## src/rtl/trkd_pkg.sv

```systemverilog
// Package: shared types, constants and the helper function of the touch ring knob decoder.
package trkd_pkg;

    localparam int COORD_WIDTH = 10;
    localparam int VAL_WIDTH   = 16;
    localparam int THR_WIDTH   = 8;
    localparam int TSTEP_WIDTH = 8;
    localparam int ASTEP_WIDTH = 10;
    localparam int CFG_IDX_WIDTH  = 3;
    localparam int CFG_DATA_WIDTH = 10;

    typedef logic [COORD_WIDTH-1:0]      t_coord;
    typedef logic signed [VAL_WIDTH-1:0] t_value;

    typedef enum logic [1:0] {
        EV_NONE = 2'd0,
        EV_INC  = 2'd1,
        EV_DEC  = 2'd2
    } t_event;

    typedef enum logic [CFG_IDX_WIDTH-1:0] {
        CFG_AREA_LEFT   = 3'd0,
        CFG_AREA_RIGHT  = 3'd1,
        CFG_AREA_TOP    = 3'd2,
        CFG_AREA_BOTTOM = 3'd3,
        CFG_MOVE_THR    = 3'd4,
        CFG_TARGET_STEP = 3'd5,
        CFG_ANGLE_STEP  = 3'd6
    } t_cfg_idx;

    localparam t_coord               RST_AREA_LEFT   = t_coord'(0);
    localparam t_coord               RST_AREA_RIGHT  = t_coord'(240);
    localparam t_coord               RST_AREA_TOP    = t_coord'(0);
    localparam t_coord               RST_AREA_BOTTOM = t_coord'(240);
    localparam logic [THR_WIDTH-1:0]   RST_MOVE_THR    = THR_WIDTH'(10);
    localparam logic [TSTEP_WIDTH-1:0] RST_TARGET_STEP = TSTEP_WIDTH'(5);
    localparam logic [ASTEP_WIDTH-1:0] RST_ANGLE_STEP  = ASTEP_WIDTH'(30);

    typedef struct packed {
        t_coord                  area_left;
        t_coord                  area_right;
        t_coord                  area_top;
        t_coord                  area_bottom;
        logic [THR_WIDTH-1:0]    move_threshold;
        logic [TSTEP_WIDTH-1:0]  target_step;
        logic [ASTEP_WIDTH-1:0]  angle_step;
    } t_cfg;

    typedef struct packed {
        logic   pressed;
        t_coord touch_x;
        t_coord touch_y;
        t_value reported_target;
    } t_sample;

    typedef struct packed {
        t_event turn_dir;
        t_value working_target;
        t_value dial_position;
    } t_result;

    // clamp a 17-bit signed sum to the 16-bit signed range
    function automatic t_value sat16(input logic signed [VAL_WIDTH:0] v);
        t_value r;
        if (v[VAL_WIDTH] != v[VAL_WIDTH-1]) begin
            r = v[VAL_WIDTH] ? {1'b1, {(VAL_WIDTH-1){1'b0}}} : {1'b0, {(VAL_WIDTH-1){1'b1}}};
        end else begin
            r = v[VAL_WIDTH-1:0];
        end
        return r;
    endfunction

endpackage

```

## src/rtl/touch_ring_knob_decoder_core.sv

```systemverilog
// Top level of the touch ring knob decoder: input register, step logic, result register.
//
// Input channel: i_in_valid / o_in_stall carry one touch sample word (pressed,
// touch_x, touch_y, reported_target). A word is taken at a clock edge with
// i_in_valid high and o_in_stall low.
// Output channel: o_out_valid / i_out_stall carry one result word (turn_dir,
// working_target, dial_position) for every input word, in order.
// Configuration: i_cfg_we writes i_cfg_data to register i_cfg_index
// (0 area_left .. 6 angle_step); other indexes are ignored. Write only when idle.
// An input word goes from the input register through the step logic into the
// result register, which drives the output.
// Throughput: one word per cycle when not stalled. The decode and saturating add
// sit in one stage between the input register and the result register; the state
// loop closes in that stage, so each word sees the state left by the word before it.
// Stall: while i_out_stall holds a full result register, the input register
// fills and o_in_stall rises; nothing is dropped.
// Reset (synchronous, active low): both registers empty, state cleared,
// configuration back to defaults.
module touch_ring_knob_decoder_core (
    input  logic                                  i_clk,
    input  logic                                  i_rst_n,
    input  logic                                  i_cfg_we,
    input  logic [trkd_pkg::CFG_IDX_WIDTH-1:0]    i_cfg_index,
    input  logic [trkd_pkg::CFG_DATA_WIDTH-1:0]   i_cfg_data,
    input  logic                                  i_in_valid,
    output logic                                  o_in_stall,
    input  logic                                  i_pressed,
    input  logic [trkd_pkg::COORD_WIDTH-1:0]      i_touch_x,
    input  logic [trkd_pkg::COORD_WIDTH-1:0]      i_touch_y,
    input  logic signed [trkd_pkg::VAL_WIDTH-1:0] i_reported_target,
    output logic                                  o_out_valid,
    input  logic                                  i_out_stall,
    output logic [1:0]                            o_turn_dir,
    output logic signed [trkd_pkg::VAL_WIDTH-1:0] o_working_target,
    output logic signed [trkd_pkg::VAL_WIDTH-1:0] o_dial_position
);
    import trkd_pkg::*;

    t_cfg    cfg;
    t_result step_res;
    logic    out_free;
    logic    advance;
    logic    in_take;

    logic    r_in_valid;
    t_sample r_in;
    logic    r_out_valid;
    t_result r_out;

    assign out_free   = !r_out_valid || !i_out_stall;
    assign advance    = r_in_valid && out_free;
    assign o_in_stall = r_in_valid && !out_free;
    assign in_take    = i_in_valid && !o_in_stall;

    trkd_cfg u_cfg (
        .i_clk       (i_clk),
        .i_rst_n     (i_rst_n),
        .i_cfg_we    (i_cfg_we),
        .i_cfg_index (i_cfg_index),
        .i_cfg_data  (i_cfg_data),
        .o_cfg       (cfg)
    );

    trkd_core u_core (
        .i_clk     (i_clk),
        .i_rst_n   (i_rst_n),
        .i_cfg     (cfg),
        .i_sample  (r_in),
        .i_advance (advance),
        .o_result  (step_res)
    );

    always_ff @(posedge i_clk) begin
        if (!i_rst_n) begin
            r_in_valid <= 1'b0;
        end else if (in_take) begin
            r_in_valid <= 1'b1;
        end else if (advance) begin
            r_in_valid <= 1'b0;
        end
    end

    always_ff @(posedge i_clk) begin
        if (in_take) begin
            r_in.pressed         <= i_pressed;
            r_in.touch_x         <= i_touch_x;
            r_in.touch_y         <= i_touch_y;
            r_in.reported_target <= i_reported_target;
        end
    end

    always_ff @(posedge i_clk) begin
        if (!i_rst_n) begin
            r_out_valid <= 1'b0;
        end else if (out_free) begin
            r_out_valid <= r_in_valid;
        end
    end

    always_ff @(posedge i_clk) begin
        if (advance) begin
            r_out <= step_res;
        end
    end

    assign o_out_valid      = r_out_valid;
    assign o_turn_dir       = r_out.turn_dir;
    assign o_working_target = r_out.working_target;
    assign o_dial_position  = r_out.dial_position;

endmodule

```

## src/rtl/trkd_cfg.sv

```systemverilog
// Configuration register file of the touch ring knob decoder.
module trkd_cfg (
    input  logic                                  i_clk,
    input  logic                                  i_rst_n,
    input  logic                                  i_cfg_we,
    input  logic [trkd_pkg::CFG_IDX_WIDTH-1:0]    i_cfg_index,
    input  logic [trkd_pkg::CFG_DATA_WIDTH-1:0]   i_cfg_data,
    output trkd_pkg::t_cfg                        o_cfg
);
    import trkd_pkg::*;

    t_cfg r_cfg;
    t_cfg n_cfg;

    always_comb begin
        n_cfg = r_cfg;
        if (i_cfg_we) begin
            unique case (t_cfg_idx'(i_cfg_index))
                CFG_AREA_LEFT:   n_cfg.area_left      = i_cfg_data[COORD_WIDTH-1:0];
                CFG_AREA_RIGHT:  n_cfg.area_right     = i_cfg_data[COORD_WIDTH-1:0];
                CFG_AREA_TOP:    n_cfg.area_top       = i_cfg_data[COORD_WIDTH-1:0];
                CFG_AREA_BOTTOM: n_cfg.area_bottom    = i_cfg_data[COORD_WIDTH-1:0];
                CFG_MOVE_THR:    n_cfg.move_threshold = i_cfg_data[THR_WIDTH-1:0];
                CFG_TARGET_STEP: n_cfg.target_step    = i_cfg_data[TSTEP_WIDTH-1:0];
                CFG_ANGLE_STEP:  n_cfg.angle_step     = i_cfg_data[ASTEP_WIDTH-1:0];
                default: ;
            endcase
        end
    end

    always_ff @(posedge i_clk) begin
        if (!i_rst_n) begin
            r_cfg.area_left      <= RST_AREA_LEFT;
            r_cfg.area_right     <= RST_AREA_RIGHT;
            r_cfg.area_top       <= RST_AREA_TOP;
            r_cfg.area_bottom    <= RST_AREA_BOTTOM;
            r_cfg.move_threshold <= RST_MOVE_THR;
            r_cfg.target_step    <= RST_TARGET_STEP;
            r_cfg.angle_step     <= RST_ANGLE_STEP;
        end else begin
            r_cfg <= n_cfg;
        end
    end

    assign o_cfg = r_cfg;

endmodule

```

## src/rtl/trkd_core.sv

```systemverilog
// Decode state and single-pass step logic: touch decode, target sync, saturating update.
module trkd_core (
    input  logic               i_clk,
    input  logic               i_rst_n,
    input  trkd_pkg::t_cfg     i_cfg,
    input  trkd_pkg::t_sample  i_sample,
    input  logic               i_advance,
    output trkd_pkg::t_result  o_result
);
    import trkd_pkg::*;

    logic   r_released;
    t_coord r_anchor_x;
    t_coord r_anchor_y;
    t_value r_seen;
    t_value r_target;
    t_value r_angle;

    logic   n_released;
    t_coord n_anchor_x;
    t_coord n_anchor_y;
    t_value n_seen;
    t_value n_target;
    t_value n_angle;

    logic [COORD_WIDTH:0]   ax_hi, ay_hi, x_hi, y_hi;
    logic [COORD_WIDTH:0]   mid_v_sum, mid_h_sum;
    logic                   in_area, low_half, right_half;
    t_event                 ev;
    t_value                 base;
    logic signed [VAL_WIDTH:0] tgt_delta, ang_delta, tgt_sum, ang_sum;

    always_comb begin
        ax_hi     = {1'b0, r_anchor_x} + (COORD_WIDTH+1)'(i_cfg.move_threshold);
        ay_hi     = {1'b0, r_anchor_y} + (COORD_WIDTH+1)'(i_cfg.move_threshold);
        x_hi      = {1'b0, i_sample.touch_x} + (COORD_WIDTH+1)'(i_cfg.move_threshold);
        y_hi      = {1'b0, i_sample.touch_y} + (COORD_WIDTH+1)'(i_cfg.move_threshold);
        mid_v_sum = {1'b0, i_cfg.area_top} + {1'b0, i_cfg.area_bottom};
        mid_h_sum = {1'b0, i_cfg.area_left} + {1'b0, i_cfg.area_right};
        in_area   = (i_sample.touch_x > i_cfg.area_left) && (i_sample.touch_x < i_cfg.area_right)
                 && (i_sample.touch_y > i_cfg.area_top) && (i_sample.touch_y < i_cfg.area_bottom);
        low_half   = r_anchor_y > mid_v_sum[COORD_WIDTH:1];
        right_half = i_sample.touch_x > mid_h_sum[COORD_WIDTH:1];

        n_released = r_released;
        n_anchor_x = r_anchor_x;
        n_anchor_y = r_anchor_y;
        ev         = EV_NONE;

        if (!i_sample.pressed) begin
            n_released = 1'b1;
        end else if (r_released) begin
            n_released = 1'b0;
            n_anchor_x = i_sample.touch_x;
            n_anchor_y = i_sample.touch_y;
        end else begin
            if (in_area) begin
                if ({1'b0, i_sample.touch_x} > ax_hi) begin
                    ev = low_half ? EV_DEC : EV_INC;
                end else if (x_hi < {1'b0, r_anchor_x}) begin
                    ev = low_half ? EV_INC : EV_DEC;
                end
                // vertical motion overrides horizontal
                if ({1'b0, i_sample.touch_y} > ay_hi) begin
                    ev = right_half ? EV_INC : EV_DEC;
                end else if (y_hi < {1'b0, r_anchor_y}) begin
                    ev = right_half ? EV_DEC : EV_INC;
                end
            end
            if (ev != EV_NONE) begin
                n_anchor_x = i_sample.touch_x;
                n_anchor_y = i_sample.touch_y;
            end
        end

        // reload working target when the reported value changes
        n_seen = i_sample.reported_target;
        base   = (i_sample.reported_target != r_seen) ? i_sample.reported_target : r_target;

        tgt_delta = $signed({{(VAL_WIDTH+1-TSTEP_WIDTH){1'b0}}, i_cfg.target_step});
        ang_delta = $signed({{(VAL_WIDTH+1-ASTEP_WIDTH){1'b0}}, i_cfg.angle_step});
        tgt_sum   = {base[VAL_WIDTH-1], base};
        ang_sum   = {r_angle[VAL_WIDTH-1], r_angle};
        case (ev)
            EV_INC: begin
                tgt_sum = tgt_sum + tgt_delta;
                ang_sum = ang_sum + ang_delta;
            end
            EV_DEC: begin
                tgt_sum = tgt_sum - tgt_delta;
                ang_sum = ang_sum - ang_delta;
            end
            default: ;
        endcase
        n_target = sat16(tgt_sum);
        n_angle  = sat16(ang_sum);

        o_result.turn_dir       = ev;
        o_result.working_target = n_target;
        o_result.dial_position  = n_angle;
    end

    always_ff @(posedge i_clk) begin
        if (!i_rst_n) begin
            r_released <= 1'b0;
            r_anchor_x <= '0;
            r_anchor_y <= '0;
            r_seen     <= '0;
            r_target   <= '0;
            r_angle    <= '0;
        end else if (i_advance) begin
            r_released <= n_released;
            r_anchor_x <= n_anchor_x;
            r_anchor_y <= n_anchor_y;
            r_seen     <= n_seen;
            r_target   <= n_target;
            r_angle    <= n_angle;
        end
    end

endmodule

```

## config.mk

```make
export PLATFORM = sky130hd
export DESIGN_NAME = touch_ring_knob_decoder_core
export DESIGN_NICKNAME = d
export VERILOG_FILES = /design/src/rtl/trkd_pkg.sv /design/src/rtl/touch_ring_knob_decoder_core.sv /design/src/rtl/trkd_cfg.sv /design/src/rtl/trkd_core.sv
export SDC_FILE = /design/constraint.sdc
export NUM_CORES = 1
export LEC_CHECK = 0
export BUFFER_PORTS_ARGS = -buffer_cell sky130_fd_sc_hd__clkbuf_2
export CORE_MARGIN = 1
export CORE_UTILIZATION = 67
export CTS_CLUSTER_SIZE = 28
export DETAILED_ROUTE_END_ITERATION = 7
export PLACE_DENSITY = 0.87
export SLEW_MARGIN = 20
export SYNTH_ARGS = -nofsm -noshare
export SYNTH_HDL_FRONTEND = slang
export SYNTH_SLANG_ARGS = --single-unit
```

## constraint.sdc

```tcl
create_clock -name i_clk -period 11.4 [get_ports i_clk]
set_input_delay 0.57 -clock i_clk [delete_from_list [all_inputs] [get_ports i_clk]]
set_output_delay 0.57 -clock i_clk [all_outputs]
set_load 0.03 [all_outputs]
```

**Yosys cells after proc, flatten, opt, wreduce, memory -nomap -nowiden**

Cells that the tools add are included.

- $add $sub $neg: 10
- Reduce and logical (&&, ||, !) cells: 23
- Order comparisons: 10
- Equal/unequal tests: 11
- Muxes and demuxes: 27

Operators by type and width:

| cell | number |
|---|---|
| $mux 16 | 5 |
| $pmux 17 s2 | 2 |
| $add 10x8->11 | 4 |
| $gt 10x10->1 | 4 |
| $mux 10 | 4 |
| $mux 2 | 13 |
| $add 10x10->11 | 2 |
| $gt 10x11->1 | 2 |
| $lt 11x10->1 | 2 |
| $lt 10x10->1 | 2 |
| $add 16x11->17 | 1 |
| $add 16x9->17 | 1 |
| $sub 16x11->17 | 1 |
| $sub 16x9->17 | 1 |
| $ne 16x16->1 | 1 |
| $reduce_and 2->1 | 7 |
| $eq 3x3->1 const B | 3 |
| $eq 3x2->1 const B | 2 |
| $logic_and 1x1->1 | 6 |
| $reduce_bool 2->1 | 3 |
| $logic_not 1->1 | 4 |
| $eq 3x1->1 const B | 1 |
| $logic_not 3->1 | 1 |
| $mux 1 | 3 |
| other kinds (5) | 6 |

- Output and inout port bits: 36
- Logic and storage cells: 103
- Input port bits: 55
- Flip-flop bits (word level): 208

**Logic depth before layout (Yosys ltp)**

Gate-level depths: netlist of the first run.

- Depth after elaboration: 16
- Gate-level depth with buffers: 33
- Gate-level depth less buffers: 31

**Cells and area by module**

A second synthesis of the first run with hierarchy kept.

- Cell total of the unflattened synthesis: 1,576
- Area, all modules: 14,911.8 µm²

Modules (own cells, without submodules):

| module | area each (µm²) | instances | cells an instance |
|---|---|---|---|
| trkd_core | 10,126.0 | 1 | 1,250 |
| trkd_cfg | 2,570.0 | 1 | 247 |
| touch_ring_knob_decoder_core | 2,215.9 | 1 | 79 |

**Least setup slack after synthesis of the first run**

OpenSTA, ideal clock, no wires.

- Path kind: flip-flop to flip-flop
- Start point: reg u_cfg.r_cfg, in the netlist u_cfg.o_cfg[19]
- End point: reg r_out, in the netlist o_working_target[10], data pin
- Setup slack: 4.644 ns
- Required time: 11.124 ns
- Buffers on the path: 2
- Cell stages (with the launch flop): 31
- Setup time: 0.276 ns
- Period minus slack after synthesis: 6.756 ns
- Arrival time: 6.480 ns
- Cells stage by stage: dfxtp_1 -> ha_1 -> a21o_1 -> a21oi_1 -> o21bai_1 -> a21oi_1 -> o21bai_1 -> a21oi_1 -> nor2b_1 -> o21ai_0 -> xnor2_1 -> ha_1 -> or3_1 -> a2111oi_0 -> a311o_1 -> nor2_1 -> a2111o_1 -> ha_1 -> clkbuf_1 -> a21o_1 -> ha_1 -> a21oi_2 -> o221ai_2 -> a2111o_1 -> o22ai_1 -> nor3_1 -> a311o_1 -> or2_1 -> buf_6 -> nand2_1 -> a22oi_1

RTL lines:

| item | line | source |
|---|---|---|
| start, declared | trkd_cfg.sv:12 | `t_cfg r_cfg;` |
| start signal, assigned | trkd_cfg.sv:41 | `r_cfg <= n_cfg;` |
| end signal, assigned | touch_ring_knob_decoder_core.sv:102 | `r_out <= step_res;` |
| end, declared | touch_ring_knob_decoder_core.sv:48 | `t_result r_out;` |

==> impl_metrics.json, run 1 <==
{
  "rsz0062_at_grt": "no",
  "cts_buffers": 24,
  "hpwl_um": 26500,
  "dr.pass1.iters": 5,
  "worst_ir_drop_vdd_mv": 0.110,
  "tightest_slew_ns": 1.05,
  "seqPwrFrac_pct": 43.6,
  "status": "finished clean",
  "fmax_mhz": 121,
  "async_reset_ff_share_pct": 0,
  "synth_commonest_cells": "nand2_1, ha_1, dfxtp_1",
  "ys_seq_area_share_pct": 33.7,
  "rrSetupSlack_ns": 3.11,
  "synth_fa_ha_area_share_pct": 17.6,
  "synth_compound_area_share_pct": 20.3,
  "synth.area.mux_share_pct": 2.92,
  "drtIter0Drc": 769,
  "finalSetupViolCount": 0,
  "yosysTopAreaCellShare_pct": 19.0,
  "hold_depth": 1,
  "powerDensity_nw_per_um2": 119,
  "instances_no_fill": 2002,
  "maxSlewHeadroom_pct": 29.3,
  "die_w_um": 149,
  "die_h_um": 149,
  "slew_violations": 0,
  "synthSimpleGateAreaFrac_pct": 14.7,
  "fp.coreArea_um2": 21100,
  "placed_cells": 1955,
  "stdcell_area_um2": 16000,
  "vias": 12300,
  "hp-class": "input pin to register",
  "nFillCells": 1519,
  "finalHoldViolCount": 0,
  "nets": 1952,
  "ys_types": 76,
  "critical_path_peak_fanout": 24,
  "critPathArrivalTime_ns": 8.53,
  "rr_worst_depth": 28,
  "drtAntennaViolNets": 0,
  "comb_power_share_pct": 15.4,
  "yosysWarnings": 0,
  "grt_pass1_vias": 12200,
  "grt_max_degree": 127,
  "skew_ns": 0.0160,
  "synth_edf_count": 71,
  "fin_crit_ns": 8.29,
  "worst_slack_ns": 3.11,
  "clk_pin_slew_ns": 0.06,
  "power_mw": 1.90,
  "postSynthCellCount": 1631,
  "netlist_top_cells_area": "dfxtp_1, ha_1, edfxtp_1",
  "p_switching_mw": 0.528,
  "grt_pass1_wl_um": 58700,
  "wl_um": 36900,
  "fin_setup_tns_ns": 0,
  "netlist_area_um2": 14500,
  "slowest_stage": "a21oi_1",
  "synth_most_common_cell": "nand2_1",
  "post_cts_resize_count": 0,
  "syn_avg_cell_area_um2": 8.87,
  "antenna_found_initial": 2,
  "drive_gt1_share_pct": 10.1,
  "syn2layout_area_growth_pct": 10.5,
  "finalCritPeriodShare_pct": 72.7,
  "clock_sinks": 208,
  "synth_fp_nets": 1876,
  "clk_latency_ns": 0.55,
  "p_leak_nw": 6.71,
  "drc": 0,
  "synth_top_family_by_area": "compound AO/OA/AOI/OAI gates",
  "synth_largest_area_cell": "dfxtp_1",
  "pwr-share-clk_pct": 41.0,
  "max_cap_violations": 0,
  "gp_congestion": 0.967,
  "cts_max_path_buffers": 3,
  "synth_seq_cells": 208,
  "io_pins": 91,
  "htree_levels": 1,
  "cp_data_required_time_ns": 11.64,
  "track_usage_pct": 33.3,
  "slowest_delay_ns": 0.73,
  "sw_frac_of_total_pct": 27.8,
  "place_area_um2": 15100,
  "critPathLaunchType": "register",
  "end_kind": "register",
  "ys_dominant_reg_cell": "dfxtp_1",
  "synth-xor-area-share_pct": 6.35,
  "initial_core_util_pct": 68.6,
  "fp.dieArea_um2": 22200,
  "crit_type": "register to register",
  "wl_per_cell_um": 18.5,
  "overflow": 0,
  "cts-root-buf": "clkbuf_16",
  "pre_cts_ws_ns": 3.56,
  "cts_tree": "yes",
  "cp_common_cell": "a21oi_1",
  "postCtsSetupRepairBufs": 0,
  "p_int_mw": 1.37,
  "cts_hold_buf": 0,
  "viasPerCell": 6.16,
  "numPortBuffers": 90,
  "rows": 53
}
==> kinds of logic after synthesis <==
kind of cell               after synthesis
AOI/OAI and AO/OA                      441
xor gates and xnor gates               101
buffers and inverters                  166
DFF                                    208
and+or+nand+nor                        473
adders and majority gates              200
muxes                                   42
==> final timing paths <==
check,from,to
max,r_in[16],o_working_target[11]
min,i_reported_target[1],r_in[1]
min reg2reg,u_core.r_target[13],u_core.r_target[13]
max reg2reg,r_in[16],o_working_target[11]
==> critical path, delay by kind of cell (launching register included) <==
kind | cells | cell delay, ns
AOI/OAI and AO/OA | 16 | 4.69
adders and majority gates | 5 | 1.80
DFF | 1 | 0.47
xor gates and xnor gates | 2 | 0.41
and+or+nand+nor | 3 | 0.33
muxes | 1 | 0.21
buffers and inverters | 1 | 0.07
==> per-stage QoR <==
step	hold slack (ns)	utilization, %
5_1_grt	0.181	75.8
3_5_place_dp	0.455	71.8
3_3_place_gp	0.451	71.8
6_report	0.196	75.8
2_1_floorplan	0.440	-
4_1_cts	0.180	75.6
==> cells in the final DEF, fill, tap and decap left out, types with 5 or more instances in the layout <==
master and instances:
a21boi_0 71, maj3_1 6, clkbuf_16 25, o21bai_1 17
fa_1 8, inv_1 117, clkbuf_1 6, xnor2_1 71
or3_1 6, mux2i_1 41, o21ai_1 13, nand2_1 274
and2_1 5, nor3_1 16, a211oi_1 12, edfxtp_1 71
ha_1 181, a21o_1 39, clkbuf_2 89, and3_1 7
nor2_1 50, o2111ai_1 6, nand2b_1 17, dfxtp_1 137
a21oi_1 99, a22oi_1 10, o21ai_0 73, a31o_2 6
nand4_1 13, o21a_1 18, nor2b_1 24, xor2_1 27
o211ai_1 33, nand3_1 36, buf_4 6
==> sequential cells by signal (all words and copies together), names as in the netlist <==
register and cells:
o_dial_position 16, u_core.r_released 1, r_in 37, r_in_valid 1
u_core.r_seen 16, u_cfg.o_cfg 66, o_working_target 16, o_turn_dir 2
u_core.r_target 16, u_core.r_angle 16, u_core.r_anchor_x 10, o_out_valid 1
u_core.r_anchor_y 10
==> routing by layer <==
metal | share of wire, % | vias to the layer above | wire [um] | global-route usage (%)
met5 | 0 | - | 0 | 0
met4 | 4.5 | 0 | 1670 | 15.6
met3 | 5.6 | 122 | 2060 | 4.56
met2 | 50 | 401 | 18400 | 59.6
met1 | 40 | 5868 | 14800 | 39.1
li1 | - | 5948 | - | -
==> layout make-up <==
class	instances	area (um2)	share of cell area (%)
multi-input cells	1257	8970	56.2
well taps	275	344	2.15
clock buffers	35	703	4.40
flip-flops and latches	208	4870	30.5
clock inverters	9	105	0.658
repair buffers	97	529	3.31
diodes	2	5.00	0.0313
inverters	119	447	2.79
==> power by group through the flow <==
stage	Combinational [mW]	Sequential (mW)	Clock, mW
finish	0.293	0.829	0.779
global route	0.325	0.831	0.815
CTS	0.289	0.828	0.788
detailed placement	0.285	0.843	0
global placement	0.273	0.843	0
floorplan	0.200	0.844	0
No activity file was read; power rests on OpenSTA's default activity.
==> inputs of run 2 (changes only) <==
- ABC_AREA: default -> 1
- CORE_UTILIZATION: 67 -> 56
- PLACE_DENSITY: 0.87 -> 0.77
- clock period: 11.4 -> 7 ns (I/O delays scaled with it)
==> run 2 against run 1 <==
Effect of this change:
- clock skew increased by 0.0056 ns
- area after synthesis increased by 1.4%
- power increased by 71%
- largest cell class unchanged
- highest routed layer unchanged
==> impl_metrics.json, run 2 <==
{
  "initial_core_util_pct": 57.6,
  "wl_per_cell_um": 15.3,
  "yosysTopAreaCellShare_pct": 18.7,
  "multi_input_area_um2": 8570,
  "use_met2_pct": 48.3,
  "grt_use_met3_pct": 3.64,
  "drive_gt1_share_pct": 8.32,
  "final_cell_mix": "nand2_1, inv_1, a21oi_1",
  "die_h_um": 164,
  "synth_compound_area_share_pct": 16.3,
  "p_switching_mw": 0.965,
  "synth_seq_cells": 208,
  "overflow": 0,
  "async_reset_ff_share_pct": 0,
  "critPathLaunchType": "register",
  "clk_latency_ns": 0.54,
  "nets": 2307,
  "cts_tree": "yes",
  "critPathArrivalTime_ns": 6.75,
  "placed_cells": 2327,
  "fin_setup_tns_ns": 0,
  "busiest_layer": "met2",
  "rows": 58,
  "synth_most_common_cell": "nand2_1",
  "synth-xor-area-share_pct": 5.54,
  "track_usage_pct": 27.5,
  "clock_sinks": 208,
  "seqPwrFrac_pct": 42.4,
  "synth_edf_count": 71,
  "drtIter0Drc": 890,
  "ys_types": 47,
  "synth_fa_ha_area_share_pct": 16.6,
  "dr.pass1.iters": 5,
  "vias": 13200,
  "netlist_top_cells_area": "dfxtp_1, ha_1, edfxtp_1",
  "place_area_um2": 15400,
  "finalSetupViolCount": 0,
  "die_w_um": 164,
  "largest_register_ffs": 66,
  "fmax_mhz": 155,
  "end_kind": "register",
  "synth_fp_nets": 2194,
  "max_cap_violations": 0,
  "hp-class": "input pin to register",
  "p_leak_nw": 8.19,
  "fin_crit_ns": 6.46,
  "powerDensity_nw_per_um2": 196,
  "finalHoldViolCount": 0,
  "maxSlewHeadroom_pct": 33.3,
  "netlist_area_um2": 14700,
  "htree_levels": 1,
  "cts-root-buf": "clkbuf_16",
  "cp_common_cell": "nand2_1",
  "p_int_mw": 2.29,
  "pre_cts_ws_ns": 0.225,
  "comb_power_share_pct": 20.1,
  "instances_no_fill": 2411,
  "numPortBuffers": 90,
  "grt_pass1_wl_um": 59400,
  "critical_path_peak_fanout": 15,
  "final_common_cell": "nand2_1",
  "clk_pin_slew_ns": 0.06,
  "cp_data_required_time_ns": 7.29,
  "pwr-share-clk_pct": 37.5,
  "skew_ns": 0.0216,
  "antenna_found_initial": 0,
  "ys_seq_area_share_pct": 33.2,
  "ys_dominant_reg_cell": "dfxtp_1",
  "synthSimpleGateAreaFrac_pct": 19.2,
  "slowest_stage": "fa_1",
  "wl_um": 36900,
  "syn_avg_cell_area_um2": 7.53,
  "worst_ir_drop_vdd_mv": 0.233,
  "tightest_slew_ns": 0.997,
  "synth_top_family_by_area": "simple AND/OR/NAND/NOR gates",
  "synth_largest_area_cell": "dfxtp_1",
  "synth_commonest_cells": "nand2_1, inv_1, a21oi_1",
  "grt_pass1_vias": 12400,
  "synth.area.mux_share_pct": 0.136,
  "finalCritPeriodShare_pct": 92.3,
  "syn2layout_area_growth_pct": 13.4,
  "cts_max_path_buffers": 3,
  "stdcell_area_um2": 16600,
  "hold_slack_ns": 0.0462,
  "drtAntennaViolNets": 0,
  "fp.dieArea_um2": 26800,
  "utilization_pct": 65.3,
  "seq_area_um2": 4880,
  "fp.coreArea_um2": 25500,
  "nFillCells": 2190,
  "viasPerCell": 5.47,
  "slowest_delay_ns": 0.46,
  "power_mw": 3.25,
  "drc": 0,
  "crit_type": "register to register",
  "sw_frac_of_total_pct": 29.7,
  "hpwl_um": 27100,
  "grt_util_met1_pct": 34.0,
  "slew_violations": 0,
  "grt_max_degree": 95,
  "yosysWarnings": 0,
  "gp_congestion": 0.951,
  "worst_slack_ns": 0.536,
  "cts_buffers": 24,
  "postSynthCellCount": 1949,
  "status": "finished clean",
  "io_pins": 91
}
run 2: cell count changes after synthesis, sizes merged, moves of 25 or more:
cell    delta
a21boi    -68
xnor2     -37
a21oi    +100
nor2     +116
a21o      -30
nand3     +67
mux2i     -39
inv      +165
nand2     +94
o21ai     +72
xor2      +27
nor2b     -25
run 2: per-layer routing:
layer / part of all wire, % / vias to the layer above
met5: 0 / -
met4: 4.0 / 0
met3: 4.9 / 91
met2: 48 / 341
met1: 43 / 6053
li1: - / 6700
run 2: worst paths after layout:
check	start	to	slack, ns	cells after the start
worst max-delay path	u_cfg.o_cfg[20]	o_working_target[6]	0.54	40
worst min-delay path	i_pressed	r_in[36]	0.05	1
worst max register to register	u_cfg.o_cfg[20]	o_working_target[6]	0.54	40
worst min register to register	u_cfg.o_cfg[54]	u_cfg.o_cfg[54]	0.48	2
run 2: cell families after synthesis:
kind of cell | after synthesis
AND/OR/NAND/NOR | 680
XOR/XNOR | 91
AO/OA/AOI/OAI | 436
multiplexers | 2
buffers and inverters | 342
flip-flops | 208
adder cells (fa/ha/maj) | 190
run 2: critical path: cells and delay by family (launching register included):
family                   cells  cell delay (ns)
adder cells (fa/ha/maj)      4             1.37
XOR/XNOR                     1             0.10
flip-flops                   1             0.36
AO/OA/AOI/OAI                8             1.12
AND/OR/NAND/NOR             22             2.68
buffers and inverters        5             0.50
run 2: power by group through the flow:
stage	logic (mW)	registers [mW]	clock network (mW)
finish	0.654	1.38	1.22
global route	0.744	1.38	1.29
CTS	0.642	1.38	1.24
detailed placement	0.622	1.40	0
global placement	0.600	1.40	0
floorplan	0.448	1.41	0
run 2: what timing repair did:
item	in CTS	in global routing
endpoints found under the setup margin	0	64
buffers inserted	0	2
resized for setup	0	21
endpoints found under the hold margin	36	0
hold buffers	36	0
run 2: layout make-up:
class | instances | share of cell area (%)
timing repair buffer | 143 | 5.66
sequential | 208 | 29.3
clock inverter | 4 | 0.339
tap | 330 | 2.48
clock buffer | 40 | 4.22
antenna | 1 | 0.0150
inverter | 285 | 6.45
multi-input combinational | 1400 | 51.5
